$ cat config.mk
export PLATFORM = sky130hd
export DESIGN_NAME = keyword_token_scanner_core
export DESIGN_NICKNAME = d
export VERILOG_FILES = /design/src/rtl/kts_pkg.sv /design/src/rtl/keyword_token_scanner_core.sv
export SDC_FILE = /design/constraint.sdc
export NUM_CORES = 1
export LEC_CHECK = 0
export ABC_AREA = 0
export CORE_MARGIN = 3
export CORE_UTILIZATION = 57
export DETAILED_ROUTE_END_ITERATION = 6
export DONT_BUFFER_PORTS = 1
export PLACE_DENSITY = 0.75
export SLEW_MARGIN = 20
export SYNTH_ARGS = -nofsm -noshare
export SYNTH_HDL_FRONTEND = slang
export SYNTH_SLANG_ARGS = --single-unit
export TNS_END_PERCENT = 1
$ cat constraint.sdc
create_clock -name clock -period 22.5 [get_ports clock]
set_input_delay 2.25 -clock clock [delete_from_list [all_inputs] [get_ports clock]]
set_output_delay 2.25 -clock clock [all_outputs]
set_load 0.02 [all_outputs]
$ cat src/rtl/kts_pkg.sv
// kts_pkg: shared constants for the keyword token scanner
// token kind codes, keyword spelling table and default widths
// no dependencies
package kts_pkg;

   // default widths of the position and length fields
   localparam int OFFSET_BITS_DEF = 24;
   localparam int LINE_BITS_DEF   = 16;
   localparam int LENGTH_BITS_DEF = 8;

   // fixed payload widths
   localparam int KIND_BITS = 6;
   localparam int NUM_BITS  = 31;
   localparam int KW_COUNT  = 14;

   typedef logic [KIND_BITS-1:0] kind_type;

   // token kinds, keywords take codes 0 to 13 by table index
   localparam kind_type KIND_ID     = 6'd14;
   localparam kind_type KIND_NUM    = 6'd15;
   localparam kind_type KIND_ASSIGN = 6'd16;
   localparam kind_type KIND_PLUS   = 6'd17;
   localparam kind_type KIND_MINUS  = 6'd18;
   localparam kind_type KIND_MULT   = 6'd19;
   localparam kind_type KIND_DIV    = 6'd20;
   localparam kind_type KIND_EQ     = 6'd21;
   localparam kind_type KIND_NEQ    = 6'd22;
   localparam kind_type KIND_LT     = 6'd23;
   localparam kind_type KIND_GT     = 6'd24;
   localparam kind_type KIND_LTE    = 6'd25;
   localparam kind_type KIND_GTE    = 6'd26;
   localparam kind_type KIND_LPAREN = 6'd27;
   localparam kind_type KIND_RPAREN = 6'd28;
   localparam kind_type KIND_SEMI   = 6'd29;
   localparam kind_type KIND_COMMA  = 6'd30;
   localparam kind_type KIND_COLON  = 6'd31;
   localparam kind_type KIND_DOT    = 6'd32;
   localparam kind_type KIND_EOF    = 6'd33;
   localparam kind_type KIND_ERROR  = 6'd34;

   // saturation value of number tokens
   localparam logic [NUM_BITS-1:0] NUM_MAX = '1;

   // keyword spellings, right aligned, first character in the highest used byte
   localparam logic [63:0] KW_TEXT [KW_COUNT] = '{
      "program", "var", "integer", "begin", "end", "if", "then",
      "else", "while", "do", "repeat", "until", "read", "output"
   };
   localparam logic [2:0] KW_LEN [KW_COUNT] = '{
      3'd7, 3'd3, 3'd7, 3'd5, 3'd3, 3'd2, 3'd4,
      3'd4, 3'd5, 3'd2, 3'd6, 3'd5, 3'd4, 3'd6
   };

   // character of keyword k at position pos, valid when pos is below its length
   function automatic logic [7:0] kw_char(input logic [3:0] k, input logic [2:0] pos);
      logic [2:0] idx;
      idx = KW_LEN[k] - 3'd1 - pos;
      return KW_TEXT[k][{idx, 3'b000} +: 8];
   endfunction

endpackage

$ cat src/rtl/keyword_token_scanner_core.sv
// keyword_token_scanner_core: byte-wide lexer for a small pascal-like language
// scan state, token decode and a two-entry result queue
// depends on kts_pkg
//
//   channel | direction | handshake         | payload
//   --------+-----------+-------------------+------------------------------------------
//   req     | in        | req_valid/stall   | ch, end_of_text
//   rsp     | out       | rsp_valid/stall   | token_kind, token_line, token_start,
//           |           |                   | token_length, number_value, last
//
// one request is taken per cycle while req_stall is low; its tokens are decoded from
// the scan state in the same cycle and written into a two-entry queue, each entry
// holding all tokens of one request, so the tokens are registered before they reach rsp.
// a request that yields two tokens shows them on rsp in turn, with rsp_last on the second.
// req_stall is high while both queue entries are occupied.
// reset is synchronous and returns the scanner to line 1, offset 0, empty queue.
module keyword_token_scanner_core #(
   parameter int OFFSET_BITS = kts_pkg::OFFSET_BITS_DEF,
   parameter int LINE_BITS   = kts_pkg::LINE_BITS_DEF,
   parameter int LENGTH_BITS = kts_pkg::LENGTH_BITS_DEF
) (
   input  logic                           clock,
   input  logic                           reset,
   input  logic                           req_valid,
   output logic                           req_stall,
   input  logic [7:0]                     req_ch,
   input  logic                           req_end_of_text,
   output logic                           rsp_valid,
   input  logic                           rsp_stall,
   output logic [kts_pkg::KIND_BITS-1:0]  rsp_token_kind,
   output logic [LINE_BITS-1:0]           rsp_token_line,
   output logic [OFFSET_BITS-1:0]         rsp_token_start,
   output logic [LENGTH_BITS-1:0]         rsp_token_length,
   output logic [kts_pkg::NUM_BITS-1:0]   rsp_number_value,
   output logic                           rsp_last
);
   import kts_pkg::*;

   // carriage return has no plain string escape
   localparam logic [7:0] CH_CR = 8'h0D;

   typedef enum logic [3:0] {
      MODE_IDLE, MODE_COMMENT, MODE_IDENT, MODE_NUMBER,
      MODE_LT, MODE_GT, MODE_COLON, MODE_STOPPED, MODE_DONE
   } mode_type;

   typedef struct packed {
      kind_type               kind;
      logic [LINE_BITS-1:0]   line;
      logic [OFFSET_BITS-1:0] start;
      logic [LENGTH_BITS-1:0] length;
      logic [NUM_BITS-1:0]    value;
   } token_type;

   typedef struct packed {
      token_type first;
      token_type second;
      logic      pair;
   } entry_type;

   function automatic token_type make_token(input kind_type kind,
                                            input logic [OFFSET_BITS-1:0] start,
                                            input logic [LENGTH_BITS-1:0] length,
                                            input logic [NUM_BITS-1:0] value,
                                            input logic [LINE_BITS-1:0] line);
      token_type t;
      t.kind   = kind;
      t.line   = line;
      t.start  = start;
      t.length = length;
      t.value  = value;
      return t;
   endfunction

   // scan state
   mode_type               mode_ff, mode_in;
   logic [KW_COUNT-1:0]    cand_ff, cand_in;
   logic [LENGTH_BITS-1:0] len_ff, len_in;
   logic [OFFSET_BITS-1:0] start_ff, start_in;
   logic [NUM_BITS-1:0]    acc_ff, acc_in;
   logic [LINE_BITS-1:0]   line_ff, line_in;
   logic [OFFSET_BITS-1:0] offset_ff, offset_in;

   // result queue
   entry_type              entry_ff [2];
   logic                   wr_ptr_ff, rd_ptr_ff, slot_ff;
   logic [1:0]             count_ff, count_in;

   logic                   req_accept, push, pop, rsp_take;
   logic                   is_letter, is_digit, is_word;
   logic [LINE_BITS-1:0]   line_inc;
   logic [LENGTH_BITS-1:0] len_inc;
   logic [KW_COUNT-1:0]    cand_first, cand_cont;
   logic [NUM_BITS+3:0]    num_prod;
   logic [NUM_BITS-1:0]    num_next;
   kind_type               kw_kind, idle_kind, pair_kind;
   logic                   flush_hit, idle_hit, pair_op, restart;
   token_type              flush_tok, idle_tok, pair_tok, eof_tok;
   mode_type               idle_mode;
   logic [LINE_BITS-1:0]   idle_line;
   logic [KW_COUNT-1:0]    idle_cand;
   logic [NUM_BITS-1:0]    idle_acc;
   logic                   first_hit, second_hit;
   token_type              first_tok, second_tok;
   entry_type              entry_in, head;

   assign req_stall  = (count_ff == 2'd2);
   assign req_accept = req_valid && !req_stall;

   // character classes
   assign is_letter = (req_ch >= "a" && req_ch <= "z") || (req_ch >= "A" && req_ch <= "Z");
   assign is_digit  = (req_ch >= "0" && req_ch <= "9");
   assign is_word   = is_letter || is_digit || (req_ch == "_");

   // saturating counters
   assign line_inc = (line_ff == '1) ? line_ff : line_ff + 1'b1;
   assign len_inc  = (len_ff == '1) ? len_ff : len_ff + 1'b1;

   // keyword candidate filters for the first and the following characters
   always_comb begin
      for (int k = 0; k < KW_COUNT; k++) begin
         cand_first[k] = (kw_char(4'(k), 3'd0) == req_ch);
         cand_cont[k]  = cand_ff[k] && (len_ff < LENGTH_BITS'(KW_LEN[k]))
                         && (kw_char(4'(k), len_ff[2:0]) == req_ch);
      end
   end

   // decimal accumulate with saturation
   assign num_prod = {1'b0, acc_ff, 3'b000} + {3'b000, acc_ff, 1'b0}
                   + (NUM_BITS+4)'(req_ch[3:0]);
   assign num_next = (num_prod > (NUM_BITS+4)'(NUM_MAX)) ? NUM_MAX : num_prod[NUM_BITS-1:0];

   // token left pending by the current mode
   always_comb begin
      kw_kind = KIND_ID;
      for (int k = 0; k < KW_COUNT; k++) begin
         if (cand_ff[k] && (len_ff == LENGTH_BITS'(KW_LEN[k]))) begin
            kw_kind = KIND_BITS'(k);
         end
      end
      flush_hit = 1'b0;
      flush_tok = make_token(kw_kind, start_ff, len_ff, '0, line_ff);
      unique case (mode_ff)
         MODE_IDENT: flush_hit = 1'b1;
         MODE_NUMBER: begin
            flush_hit = 1'b1;
            flush_tok = make_token(KIND_NUM, start_ff, len_ff, acc_ff, line_ff);
         end
         MODE_LT: begin
            flush_hit = 1'b1;
            flush_tok = make_token(KIND_LT, start_ff, LENGTH_BITS'(1), '0, line_ff);
         end
         MODE_GT: begin
            flush_hit = 1'b1;
            flush_tok = make_token(KIND_GT, start_ff, LENGTH_BITS'(1), '0, line_ff);
         end
         MODE_COLON: begin
            flush_hit = 1'b1;
            flush_tok = make_token(KIND_COLON, start_ff, LENGTH_BITS'(1), '0, line_ff);
         end
         default: ;
      endcase
   end

   // byte seen with no token open
   always_comb begin
      idle_hit  = 1'b0;
      idle_kind = KIND_ERROR;
      idle_mode = MODE_IDLE;
      idle_line = line_ff;
      idle_cand = cand_ff;
      idle_acc  = acc_ff;
      unique case (req_ch)
         " ", "\t", CH_CR: ;
         "\n": idle_line = line_inc;
         "{":  idle_mode = MODE_COMMENT;
         "+":  begin idle_hit = 1'b1; idle_kind = KIND_PLUS;   end
         "-":  begin idle_hit = 1'b1; idle_kind = KIND_MINUS;  end
         "*":  begin idle_hit = 1'b1; idle_kind = KIND_MULT;   end
         "/":  begin idle_hit = 1'b1; idle_kind = KIND_DIV;    end
         "=":  begin idle_hit = 1'b1; idle_kind = KIND_EQ;     end
         "(":  begin idle_hit = 1'b1; idle_kind = KIND_LPAREN; end
         ")":  begin idle_hit = 1'b1; idle_kind = KIND_RPAREN; end
         ";":  begin idle_hit = 1'b1; idle_kind = KIND_SEMI;   end
         ",":  begin idle_hit = 1'b1; idle_kind = KIND_COMMA;  end
         ".":  begin idle_hit = 1'b1; idle_kind = KIND_DOT;    end
         "<":  idle_mode = MODE_LT;
         ">":  idle_mode = MODE_GT;
         ":":  idle_mode = MODE_COLON;
         default: begin
            if (is_letter) begin
               idle_mode = MODE_IDENT;
               idle_cand = cand_first;
            end else if (is_digit) begin
               idle_mode = MODE_NUMBER;
               idle_acc  = NUM_BITS'(req_ch[3:0]);
            end else begin
               idle_hit  = 1'b1;
               idle_mode = MODE_STOPPED;
            end
         end
      endcase
      idle_tok = make_token(idle_kind, offset_ff, LENGTH_BITS'(1), '0, line_ff);
   end

   // two-character operators
   always_comb begin
      pair_op = (req_ch == "=") || (req_ch == ">" && mode_ff == MODE_LT);
      if (mode_ff == MODE_COLON) begin
         pair_kind = KIND_ASSIGN;
      end else if (mode_ff == MODE_GT) begin
         pair_kind = KIND_GTE;
      end else if (req_ch == "=") begin
         pair_kind = KIND_LTE;
      end else begin
         pair_kind = KIND_NEQ;
      end
      pair_tok = make_token(pair_kind, start_ff, LENGTH_BITS'(2), '0, line_ff);
   end

   assign eof_tok = make_token(KIND_EOF, offset_ff, '0, '0, line_ff);

   // next scan state and the tokens of this request
   always_comb begin
      mode_in    = mode_ff;
      cand_in    = cand_ff;
      len_in     = len_ff;
      start_in   = start_ff;
      acc_in     = acc_ff;
      line_in    = line_ff;
      offset_in  = offset_ff;
      first_hit  = 1'b0;
      second_hit = 1'b0;
      first_tok  = flush_tok;
      second_tok = idle_tok;
      restart    = 1'b0;
      if (mode_ff == MODE_STOPPED) begin
         // halted after an error
      end else if (mode_ff == MODE_DONE) begin
         if (req_end_of_text) begin
            second_hit = 1'b1;
            second_tok = eof_tok;
         end
      end else if (req_end_of_text) begin
         first_hit  = flush_hit;
         second_hit = 1'b1;
         second_tok = eof_tok;
         mode_in    = MODE_DONE;
      end else begin
         offset_in = offset_ff + 1'b1;
         unique case (mode_ff)
            MODE_COMMENT: begin
               if (req_ch == "\n") line_in = line_inc;
               if (req_ch == "}") mode_in = MODE_IDLE;
            end
            MODE_IDENT: begin
               if (is_word) begin
                  cand_in = cand_cont;
                  len_in  = len_inc;
               end else begin
                  restart = 1'b1;
               end
            end
            MODE_NUMBER: begin
               if (is_digit) begin
                  acc_in = num_next;
                  len_in = len_inc;
               end else begin
                  restart = 1'b1;
               end
            end
            MODE_LT, MODE_GT, MODE_COLON: begin
               if (pair_op) begin
                  second_hit = 1'b1;
                  second_tok = pair_tok;
                  mode_in    = MODE_IDLE;
               end else begin
                  restart = 1'b1;
               end
            end
            default: restart = 1'b1;
         endcase
         // close any open token and treat the byte as a fresh start
         if (restart) begin
            first_hit  = flush_hit;
            second_hit = idle_hit;
            second_tok = idle_tok;
            mode_in    = idle_mode;
            start_in   = offset_ff;
            len_in     = LENGTH_BITS'(1);
            line_in    = idle_line;
            cand_in    = idle_cand;
            acc_in     = idle_acc;
         end
      end
   end

   // queue entry for this request
   always_comb begin
      entry_in.first  = first_hit ? first_tok : second_tok;
      entry_in.second = second_tok;
      entry_in.pair   = first_hit && second_hit;
   end

   // queue control
   assign head      = entry_ff[rd_ptr_ff];
   assign rsp_valid = (count_ff != 2'd0);
   assign rsp_take  = rsp_valid && !rsp_stall;
   assign pop       = rsp_take && (slot_ff || !head.pair);
   assign push      = req_accept && (first_hit || second_hit);

   always_comb begin
      case ({push, pop})
         2'b10:   count_in = count_ff + 2'd1;
         2'b01:   count_in = count_ff - 2'd1;
         default: count_in = count_ff;
      endcase
   end

   // result port
   always_comb begin
      if (slot_ff) begin
         rsp_token_kind   = head.second.kind;
         rsp_token_line   = head.second.line;
         rsp_token_start  = head.second.start;
         rsp_token_length = head.second.length;
         rsp_number_value = head.second.value;
      end else begin
         rsp_token_kind   = head.first.kind;
         rsp_token_line   = head.first.line;
         rsp_token_start  = head.first.start;
         rsp_token_length = head.first.length;
         rsp_number_value = head.first.value;
      end
      rsp_last = slot_ff || !head.pair;
   end

   // scan state and queue pointers
   always_ff @(posedge clock) begin
      if (reset) begin
         mode_ff   <= MODE_IDLE;
         cand_ff   <= '1;
         len_ff    <= '0;
         start_ff  <= '0;
         acc_ff    <= '0;
         line_ff   <= LINE_BITS'(1);
         offset_ff <= '0;
         wr_ptr_ff <= 1'b0;
         rd_ptr_ff <= 1'b0;
         slot_ff   <= 1'b0;
         count_ff  <= 2'd0;
      end else begin
         if (req_accept) begin
            mode_ff   <= mode_in;
            cand_ff   <= cand_in;
            len_ff    <= len_in;
            start_ff  <= start_in;
            acc_ff    <= acc_in;
            line_ff   <= line_in;
            offset_ff <= offset_in;
         end
         if (push) wr_ptr_ff <= !wr_ptr_ff;
         if (pop) begin
            rd_ptr_ff <= !rd_ptr_ff;
            slot_ff   <= 1'b0;
         end else if (rsp_take) begin
            slot_ff   <= 1'b1;
         end
         count_ff <= count_in;
      end
   end

   // queue storage
   always_ff @(posedge clock) begin
      if (push) entry_ff[wr_ptr_ff] <= entry_in;
   end

   // queue never holds more than two requests
   a_count_bound: assert property (@(posedge clock) disable iff (reset)
      count_ff != 2'd3)
      else $error("result queue count out of range");

   // second half is only read from a non-empty entry that holds two tokens
   a_slot_pair: assert property (@(posedge clock) disable iff (reset)
      slot_ff |-> (count_ff != 2'd0 && head.pair))
      else $error("second token read from a single-token entry");

   // error halt is permanent until reset
   a_stop_sticky: assert property (@(posedge clock) disable iff (reset)
      mode_ff == MODE_STOPPED |=> mode_ff == MODE_STOPPED)
      else $error("scanner left the stopped mode");

   // a halted scanner adds nothing to the queue
   a_stop_silent: assert property (@(posedge clock) disable iff (reset)
      (req_accept && mode_ff == MODE_STOPPED) |=> count_ff <= $past(count_ff))
      else $error("token queued after error halt");

   // line number never goes back
   a_line_mono: assert property (@(posedge clock) disable iff (reset)
      !$past(reset) |-> line_ff >= $past(line_ff))
      else $error("line count decreased");

endmodule

==> results of run 1 <==
-- worst paths after layout --
path	from	end	slack, ns	depth (start not counted)
setup / recovery	req_ch[1]	entry_ff[1][110]	16.04	10
hold / removal	start_ff[7]	start_ff[7]	0.47	2
setup reg to reg	mode_ff[1]	entry_ff[1][110]	17.25	10
hold reg to reg	start_ff[7]	start_ff[7]	0.47	2
-- cells in the final DEF, fill, tap and decap left out, types with 24 or more instances in the layout --
master,count
edfxtp_1,236
mux2_2,63
nand3_1,57
o21ai_0,64
clkbuf_16,39
xor2_1,53
mux4_2,32
mux2i_1,46
nand4_1,24
a21oi_1,118
xnor2_1,57
ha_1,82
nor3_1,46
nor2_1,153
inv_1,36
and2_1,47
nand2_1,165
dfxtp_1,125
-- worst min-delay path, stage by stage, from the launching register on --
cell and delay, ns:
dfxtp_1 0.31, nand2_1 0.05, a21oi_1 0.05
-- power breakdown --
group	internal [mW]	switching, mW	leakage [nW]
Clock	0.346	0.256	0.582
Combinational	0.118	0.271	3.83
Sequential	0.806	0.0427	3.23
-- Yosys cell counts (all sizes together), types with 12 or more instances --
library cell / number / share of area [%]
edfxtp: 236 / 36
nand2: 166 / 3.2
nor2: 157 / 3.0
dfxtp: 127 / 13
a21oi: 119 / 3.1
ha: 82 / 5.2
o21ai: 67 / 1.7
mux2: 64 / 3.6
clkbuf: 59 / 1.1
nand3: 59 / 1.5
xnor2: 57 / 2.5
buf: 53 / 1.4
xor2: 53 / 2.3
nor3: 51 / 1.4
and2: 48 / 1.5
mux2i: 46 / 2.3
inv: 36 / 0.68
mux4: 32 / 3.6
nand4: 25 / 0.82
a221oi: 19 / 1.3
a31oi: 19 / 0.60
and3: 17 / 0.54
nor4: 17 / 0.65
or3: 17 / 0.54
a21o: 16 / 0.61
nand2b: 14 / 0.44
nor2b: 13 / 0.41
o211ai: 13 / 0.54
a211oi: 12 / 0.51
-- per-layer routing --
metal,part of all wire [%],GRT usage [%]
met1,44,36.86
met2,47,41.30
met3,6.3,4.435
met4,2.5,7.397
met5,0,0
-- sequential cells by signal, indices dropped and copies added (netlist names), named ones only --
signal	cells
len_ff	8
offset_ff	24
count_ff	2
wr_ptr_ff	1
start_ff	24
mode_ff	4
entry_ff	236
slot_ff	1
cand_ff	14
line_ff	16
rd_ptr_ff	1
acc_ff	31
-- cell type report --
class | count | area [µm²]
tap | 448 | 560.5
sequential | 363 | 9634
multi-input combinational | 1314 | 9533
inverter | 37 | 138.9
timing repair buffer | 16 | 127.6
clock buffer | 53 | 1069
fill | 2679 | 12670
clock inverter | 17 | 132.6
-- logic make-up after synthesis --
| group | after synthesis |
|---|---|
| muxes | 142 |
| xor gates and xnor gates | 110 |
| DFF | 363 |
| buffers and inverters | 149 |
| AOI/OAI and AO/OA | 359 |
| and+or+nand+nor | 619 |
| adders and majority gates | 84 |
==> impl_metrics.yaml, run 1 <==
final_layout:
  final_util_pct: 62.58
  finalNonFillerCells: 2248
  final_area_mm2: 0.02120
  area_growth_syn_to_layout_pct: 7.290
  nNetsFinal: 1867
  final_layout_size_suffix_gt1_share_pct: 12.28
  insertedDiodeCount: 0
cts:
  ctsHoldBuffers: 0
  cts_buffers: 38
  htree_levels: 2
  cts_tree: "yes"
  clock_latency_ns: 0.54
  clockBufferDepth: 3
  cts_setup_buffers: 0
  cts.sinks: 363
  cts_resized: 0
  path_clk_slew_ns: 0.06
  cts_root_buffer: "clkbuf_16"
synthesis:
  synthXorXnorAreaFrac_pct: 4.877
  netlist_instances: 1826
  ys_seq_area_share_pct: 48.74
  ys_warn_count: 0
  synth_compound_area_share_pct: 12.70
  netlist_area_mm2: 0.01976
  avgSynthCellArea_um2: 10.82
  synth_seq_cells: 363
  async_reset_ff_share_pct: 0
  synthAdderAreaFrac_pct: 5.396
  synth_edf_count: 236
  synth_mux_area_share_pct: 9.627
  synthSimpleGateAreaFrac_pct: 15.45
  synth-main-ff-cell: "edfxtp_1"
  yosysUniqueCellTypes: 101
  synth_top_family_by_area: "simple AND/OR/NAND/NOR gates"
  syn-num-nets: 1923
sta:
  finalSetupTns_ns: 0
  rsz0062_at_grt: "false"
  slew_headroom_pct: 29.48
  clock-skew-final_ns: 0.01606
  whs_ns: 0.4658
  worstMarginPinSlew_ns: 1.055
  finalCritPeriodShare_pct: 28.71
  hold_violations: 0
  period_minus_slack_ns: 6.460
  layout_setup_ws_ns: 16.04
  slew_viol_final: 0
  setup_viol: 0
  fmax_mhz: 154.8
routing:
  drtAntennaViolNets: 0
  wl_per_cell_um: 21.32
  drc: 0
  wl_um: 47920
  first_pass_iters: 5
  viasPerCell: 6.244
  num_vias: 14040
  drt_iter0_markers: 1231
place:
  place_area_mm2: 0.01997
  placedCellCount: 2177
  io_buffers: 0
  dp_hpwl_um: 32160
  place.gp.congestion: 0.9517
  post-place-ws_ns: 15.50
hold_path:
  hold_path_class: "flop to flop"
floorplanning:
  die_w_um: 192.2
  dieArea_mm2: 0.03693
  core.rowCount: 67
  start_util_pct: 58.33
  core-area_mm2: 0.03387
  die_height_um: 192.2
  num_io_pins: 101
grt:
  grt_max_degree: 110
  grt_remaining_overflow: 0
  grt.total_usage_pct: 25.99
  grt_antenna_before_repair: 0
  grt_first_pass_wirelength_um: 76090
  grt_pass1_vias: 13610
pwr:
  peakVddDrop_mv: 0.06294
  p_per_area_mw_per_mm2: 86.80
  total_power_mw: 1.840
  power_leakage_nw: 7.643
setup_path:
  cp_slowest_cell: "o211ai_2"
  crit_top_cell: "buf_4"
  slowest_delay_ns: 0.71
  cp.arrival_ns: 6.62
  critPathMaxFanout: 49
  path_buf_inv: 3
  crit_type: "primary input to flop"
  critPathTopFamily: "buffers and inverters"
  start_kind: "primary input"
  cp_data_required_time_ns: 22.66
  endpoint_kind: "flop"
  path_cells: "or4_1, o21ai_1, o21bai_2, o211ai_2, o21ai_4, buf_4, a31o_2, nor2_4, buf_4, buf_4"
outcome:
  status: "complete, no violations"
job:
  maxCapViolations: 0
(Power assumes the default switching activity.)
==> run 2: changes to the inputs <==
- ABC_AREA: 0 -> 1
- clock period: 22.5 -> 6.45 ns (I/O delays scaled with it)
==> run 2 against run 1 <==
Die area is 3.4% higher. Synthesized cell count is 42% higher. Cell count is 34% higher. Setup slack worse by 14 ns. Cell area is 3.1% higher. Clock skew is 0.0037 ns lower. First-iteration DRC count is 35% higher. Register-to-register slack worse by 15 ns. Sequential share of layout area is 1.4 points lower. Combinational power grew to 7.3 times the previous value. Non-clock buffer count is 5 lower. Critical path type is now flop to flop. Highest routed layer unchanged.
==> impl_metrics.yaml, run 2 <==
sta:
  worstMarginPinSlew_ns: 1.049
  clock-skew-final_ns: 0.01235
  setup_viol: 0
  period_minus_slack_ns: 4.642
  fmax_mhz: 215.4
  slew_headroom_pct: 29.45
  finalCritPeriodShare_pct: 71.96
  finalSetupTns_ns: 0
  rsz0062_at_grt: "false"
  slew_viol_final: 0
  hold_violations: 0
routing:
  wl_um: 54980
  drt_iter0_markers: 1667
  num_vias: 17430
  drc: 0
  first_pass_iters: 6
  viasPerCell: 5.787
  drtAntennaViolNets: 0
  wl_per_cell_um: 18.25
synthesis:
  synth_top_area_share_pct: 34.65
  synth.most_common_cell: "nand2_1"
  async_reset_ff_share_pct: 0
  ys_top_cells_by_count: "nand2_1 (663), nor2_1 (355), edfxtp_1 (236)"
  avgSynthCellArea_um2: 7.906
  netlist_area_mm2: 0.02045
  syn-num-nets: 2684
  synth_area_leader_cell: "edfxtp_1"
  yosysUniqueCellTypes: 54
  ys_seq_area_share_pct: 47.08
  synth_seq_cells: 363
  ys_warn_count: 0
  netlist_instances: 2587
  synth_edf_count: 236
  synth-main-ff-cell: "edfxtp_1"
  synthTopCellsByArea: "edfxtp_1 (35%), dfxtp_1 (12%), nand2_1 (12%), nor2_1 (6.5%), o21ai_0 (5.1%)"
setup_path:
  rrSetupSlack_ns: 1.81
  endpoint_kind: "flop"
  cp.arrival_ns: 4.80
  regToRegStartpoint: "mode_ff[0]"
  cp_data_required_time_ns: 6.61
  crit_type: "flop to flop"
  start_kind: "flop"
  slowest_delay_ns: 0.78
  path_cells: "nand2_1, inv_1, nand2_1, inv_1, nand2_1, nand2_1, clkinv_2, nand3_4, nand2_1, nand3_1, nand3_1, inv_4, buf_4"
  critPathMaxFanout: 79
  critPathTopFamily: "buffers and inverters"
  rr_endpoint: "entry_ff[1][54]"
  path_buf_inv: 5
  cp_slowest_cell: "inv_4"
  reg2regPathDepth: 13
  crit_top_cell: "nand2_1"
cts:
  clockBufferDepth: 3
  clock_latency_ns: 0.53
  htree_levels: 2
  ctsHoldBuffers: 0
  cts_buffers: 38
  path_clk_slew_ns: 0.06
  cts_resized: 0
  cts_tree: "yes"
  cts_setup_buffers: 0
  cts.sinks: 363
  cts_root_buffer: "clkbuf_16"
floorplanning:
  start_util_pct: 58.49
  num_io_pins: 101
  die_w_um: 195.4
  dieArea_mm2: 0.03819
  core-area_mm2: 0.03497
  core.rowCount: 68
  die_height_um: 195.4
hold_path:
  hp-start: "reset"
  hold_path_class: "primary input to flop"
  whs_path_depth: 1
  hold_end: "offset_ff[6]"
final_layout:
  finalNonFillerCells: 3012
  top_register: "entry_ff"
  final_layout_size_suffix_gt1_share_pct: 4.458
  reg.largest.list: "entry_ff: 236 flops, acc_ff: 31 flops"
  nFillCells: 3020
  nNetsFinal: 2624
  layout_common_cells: "nand2_1 (662), nor2_1 (354), edfxtp_1 (236), o21ai_0 (209), inv_1 (195)"
  largest_reg_flops: 236
  area_growth_syn_to_layout_pct: 6.809
  final_area_mm2: 0.02184
  insertedDiodeCount: 0
  mostFrequentLayoutCell: "nand2_1"
grt:
  grt_pass1_vias: 16310
  grt_max_degree: 88
  grt_remaining_overflow: 0
  grt_first_pass_wirelength_um: 87630
  grt.total_usage_pct: 28.12
  grt_antenna_before_repair: 0
pwr:
  peakVddDrop_mv: 0.2817
  p_per_area_mw_per_mm2: 374.3
  power_leakage_nw: 9.169
place:
  placedCellCount: 2942
  place.gp.congestion: 0.9612
  dp_hpwl_um: 38000
  place_area_mm2: 0.02060
  io_buffers: 0
outcome:
  status: "complete, no violations"
job:
  maxCapViolations: 0
## run 2: changes by cell type after synthesis, moves of 17 or more
cell,delta
nand2_1,+498
nor2_1,+199
inv_1,+163
o21ai_0,+145
nand3_1,+112
mux2_2,-63
mux2i_1,-46
and2_1,-44
xnor2_1,-34
mux4_2,-32
o22ai_1,+28
or3_1,-17
## run 2: layout make-up
class                   instances  area, µm²  share of cell area [%]
flip-flops and latches        363       9633                   44.10
multi-input cells            1899       9514                   43.55
clock buffers                  58       1119                   5.121
inverters                     214      808.3                   3.700
well taps                     455      569.3                   2.606
clock inverters                12      118.9                  0.5441
repair buffers                 11      82.58                  0.3780
## run 2: worst max-delay path by stage
stage / cells after the start / start / to / slack, ns
final: 13 / mode_ff[0] / entry_ff[1][54] / 1.81
after global routing: 13 / mode_ff[0] / entry_ff[1][103] / 1.41
after CTS: 14 / mode_ff[0] / entry_ff[1][140] / 1.87
after detailed placement: 14 / mode_ff[0] / entry_ff[1][54] / 1.90
after global placement: 14 / mode_ff[0] / entry_ff[1][108] / 2.01
after floorplan: 13 / req_ch[0] / entry_ff[0][0] / 0.88
## run 2: worst register-to-register path, stage by stage (launching register included)
cell and delay, ns:
dfxtp_1 0.42, nand2_1 0.11, inv_1 0.10, nand2_1 0.20, inv_1 0.71, nand2_1 0.13, nand2_1 0.12, clkinv_2 0.09
nand3_4 0.42, nand2_1 0.20, nand3_1 0.16, nand3_1 0.16, inv_4 0.78, buf_4 0.64
## run 2: per-stage QoR
step	setup WS, ns	util (%)	power (mW)	hold slack, ns
5_1_grt	1.414	62.47	8.606	0.1903
6_report	1.808	62.47	8.176	0.2249
3_3_place_gp	2.011	58.92	5.978	0.4254
2_1_floorplan	0.8759	-	5.365	0.4256
3_5_place_dp	1.899	58.92	6.027	0.4426
4_1_cts	1.867	62.46	8.176	0.1853
## run 2: per-layer routing
layer,GRT usage (%),vias to the layer above,share of wire (%)
met3,5.366,101,7.8
met1,40.16,8202,44
met4,8.476,0,2.8
met2,43.82,593,45
met5,0,-,0
li1,-,8535,-
## run 2: where the power goes
part | leakage (nW) | total (mW) | internal [mW] | switching [mW]
Clock | 0.604 | 2.16 | 1.25 | 0.904
Sequential | 3.28 | 3.18 | 3.00 | 0.184
Combinational | 5.29 | 2.84 | 0.584 | 2.26
## run 2: kinds of logic (layout without fill, tap and decap cells)
logic type               after synthesis  after routing  share of synthesized area (%)
AO/OA/AOI/OAI                        414            414                          10.85
XOR/XNOR                              72             72                          3.083
adder cells (fa/ha/maj)               84             84                          5.212
buffers and inverters                325            295                          6.473
flip-flops                           363            363                          47.08
AND/OR/NAND/NOR                     1329           1329                          27.30
==> run 3: changes to the inputs <==
- PLACE_DENSITY: 0.75 -> 0.78
- clock period: 6.45 -> 3.8 ns (I/O delays scaled with it)
==> run 3 against run 2 <==
The flow now finishes with violations (design-rule violations). Non-clock buffer count is 25 higher. Core utilization is 0.92 points higher. Die area stayed put. Critical path depth is 4 higher. Sequential share of layout area is 0.64 points lower. Clock skew is 0.013 ns higher. Fmax is 39% higher.
==> impl_metrics.yaml, run 3 (same netlist as run 2, synthesis figures left out) <==
pwr:
  swShare_pct: 40.31
  p_per_area_mw_per_mm2: 632.0
  seqPwrFrac_pct: 38.1
  power_switching_mw: 5.648
  intPower_mw: 8.362
  power.share.clock_pct: 26.7
  total_power_mw: 14.01
  pwr-share-comb_pct: 35.2
  power_leakage_nw: 9.333
  peakVddDrop_mv: 0.8759
cts:
  cts.sinks: 363
  clock_latency_ns: 0.55
  path_clk_slew_ns: 0.07
  cts_setup_buffers: 0
  cts_resized: 0
  htree_levels: 2
  cts_root_buffer: "clkbuf_16"
  cts_buffers: 38
  ctsHoldBuffers: 3
  cts_tree: "yes"
  clockBufferDepth: 3
setup_path:
  reg2regPathDepth: 17
  endpoint_kind: "flop"
  cp_data_required_time_ns: 4.08
  crit_type: "flop to flop"
  start_kind: "flop"
  critPathMaxFanout: 62
  cp.arrival_ns: 3.62
routing:
  drtAntennaViolNets: 0
  wl_um: 54620
  first_pass_iters: 7
  wl_per_cell_um: 17.98
  viasPerCell: 5.824
  num_vias: 17690
  drc: 1
  drt_iter0_markers: 1699
floorplanning:
  start_util_pct: 58.49
  die_height_um: 195.4
  core.rowCount: 68
  die_w_um: 195.4
  dieArea_mm2: 0.03819
  num_io_pins: 101
  core-area_mm2: 0.03497
final_layout:
  layout_common_cells: "nand2_1 (656), nor2_1 (351), edfxtp_1 (236), o21ai_0 (209), inv_1 (194)"
  largest_reg_flops: 236
  insertedDiodeCount: 0
  mostFrequentLayoutCell: "nand2_1"
  area_growth_syn_to_layout_pct: 8.381
  nNetsFinal: 2649
  reg.largest.list: "entry_ff: 236 flops, acc_ff: 31 flops"
  final_util_pct: 63.39
  final_layout_size_suffix_gt1_share_pct: 5.887
  top_register: "entry_ff"
sta:
  finalCritPeriodShare_pct: 87.75
  clock-skew-final_ns: 0.02539
  fmax_mhz: 299.9
  period_minus_slack_ns: 3.334
  hold_violations: 0
  slew_headroom_pct: 42.02
  slew_viol_final: 0
  rsz0062_at_grt: "false"
  setup_viol: 0
  worstMarginPinSlew_ns: 0.8685
  whs_ns: 0.1192
outcome:
  status: "finished, violations left"
  violations: "design-rule violations"
job:
  maxCapViolations: 0
place:
  dp_hpwl_um: 37370
  place.gp.congestion: 0.9747
  io_buffers: 0
grt:
  grt_pass1_vias: 16730
  grt_first_pass_wirelength_um: 88110
  grt_antenna_before_repair: 0
  grt.total_usage_pct: 27.96
  grt_max_degree: 103
  grt_remaining_overflow: 0
hold_path:
  hold_path_class: "primary input to flop"
  whs_path_depth: 3
==> run 3: cell count changes in the layout (fill, tap and decap cells not counted), sizes merged <==
cell,before,now
clkinv,14,9
clkbuf,58,61
inv,211,212
clkinvlp,0,1
buf,11,34
dlygate4sd3,0,2
==> run 3: critical path, stage by stage, from the launching register on <==
cell and delay, ns:
dfxtp_1 0.36, inv_1 0.07, nor2_2 0.20, nand2_1 0.10, nor2_1 0.18, nand3_1 0.13, nand2_2 0.12, inv_2 0.06
nand2_2 0.07, nand2_1 0.07, clkinv_2 0.08, nand3_1 0.09, nand2_2 0.08, buf_4 0.62, inv_1 0.21, buf_4 0.31
nor2_1 0.22, nor2_1 0.08
==> run 3: final cells by class <==
cell class / count / area (µm²)
sequential: 363 / 9633
inverter: 214 / 814.5
multi-input combinational: 1899 / 9557
fill: 2957 / 12800
clock buffer: 61 / 1170
clock inverter: 9 / 90.09
tap: 455 / 569.3
timing repair buffer: 36 / 332.8
==> run 3: path summary, 6_finish.rpt <==
| kind | slack [ns] | start | to |
|---|---|---|---|
| worst max-delay path | 0.47 | mode_ff[2] | entry_ff[1][169] |
| worst min-delay path | 0.12 | rsp_stall | slot_ff |
| worst max register to register | 0.47 | mode_ff[2] | entry_ff[1][169] |
| worst min register to register | 0.47 | rd_ptr_ff | flop |
==> run 3: stage by stage <==
step                instance area [µm²]  worst slack (ns)  TNS (ns)  cells
finish                            22170            0.4657         0   3037
CTS                               22170            0.4996         0   3037
global placement                  20860            0.5619         0   2964
global route                      22170            0.3077         0   3037
floorplan                         20560          -0.05437    -12.81   2587
detailed placement                20860            0.4011         0   2964
==> run 3: routing by layer <==
| layer | track usage (%) | part of all wire (%) | vias up |
|---|---|---|---|
| met2 | 45.42 | 46 | 719 |
| met1 | 38.99 | 43 | 8256 |
| met3 | 4.175 | 7.8 | 139 |
| met4 | 8.582 | 3.0 | 0 |
| li1 | - | - | 8575 |
| met5 | 0 | 0 | - |
==> run 3: power by group through the flow <==
stage	clock, mW	sequential (mW)	combinational, mW
6_report	3.74	5.34	4.93
5_1_grt	3.93	5.40	5.37
4_1_cts	3.78	5.34	4.91
3_5_place_dp	0	5.41	4.88
3_3_place_gp	0	5.39	4.77
2_1_floorplan	0	5.37	3.74
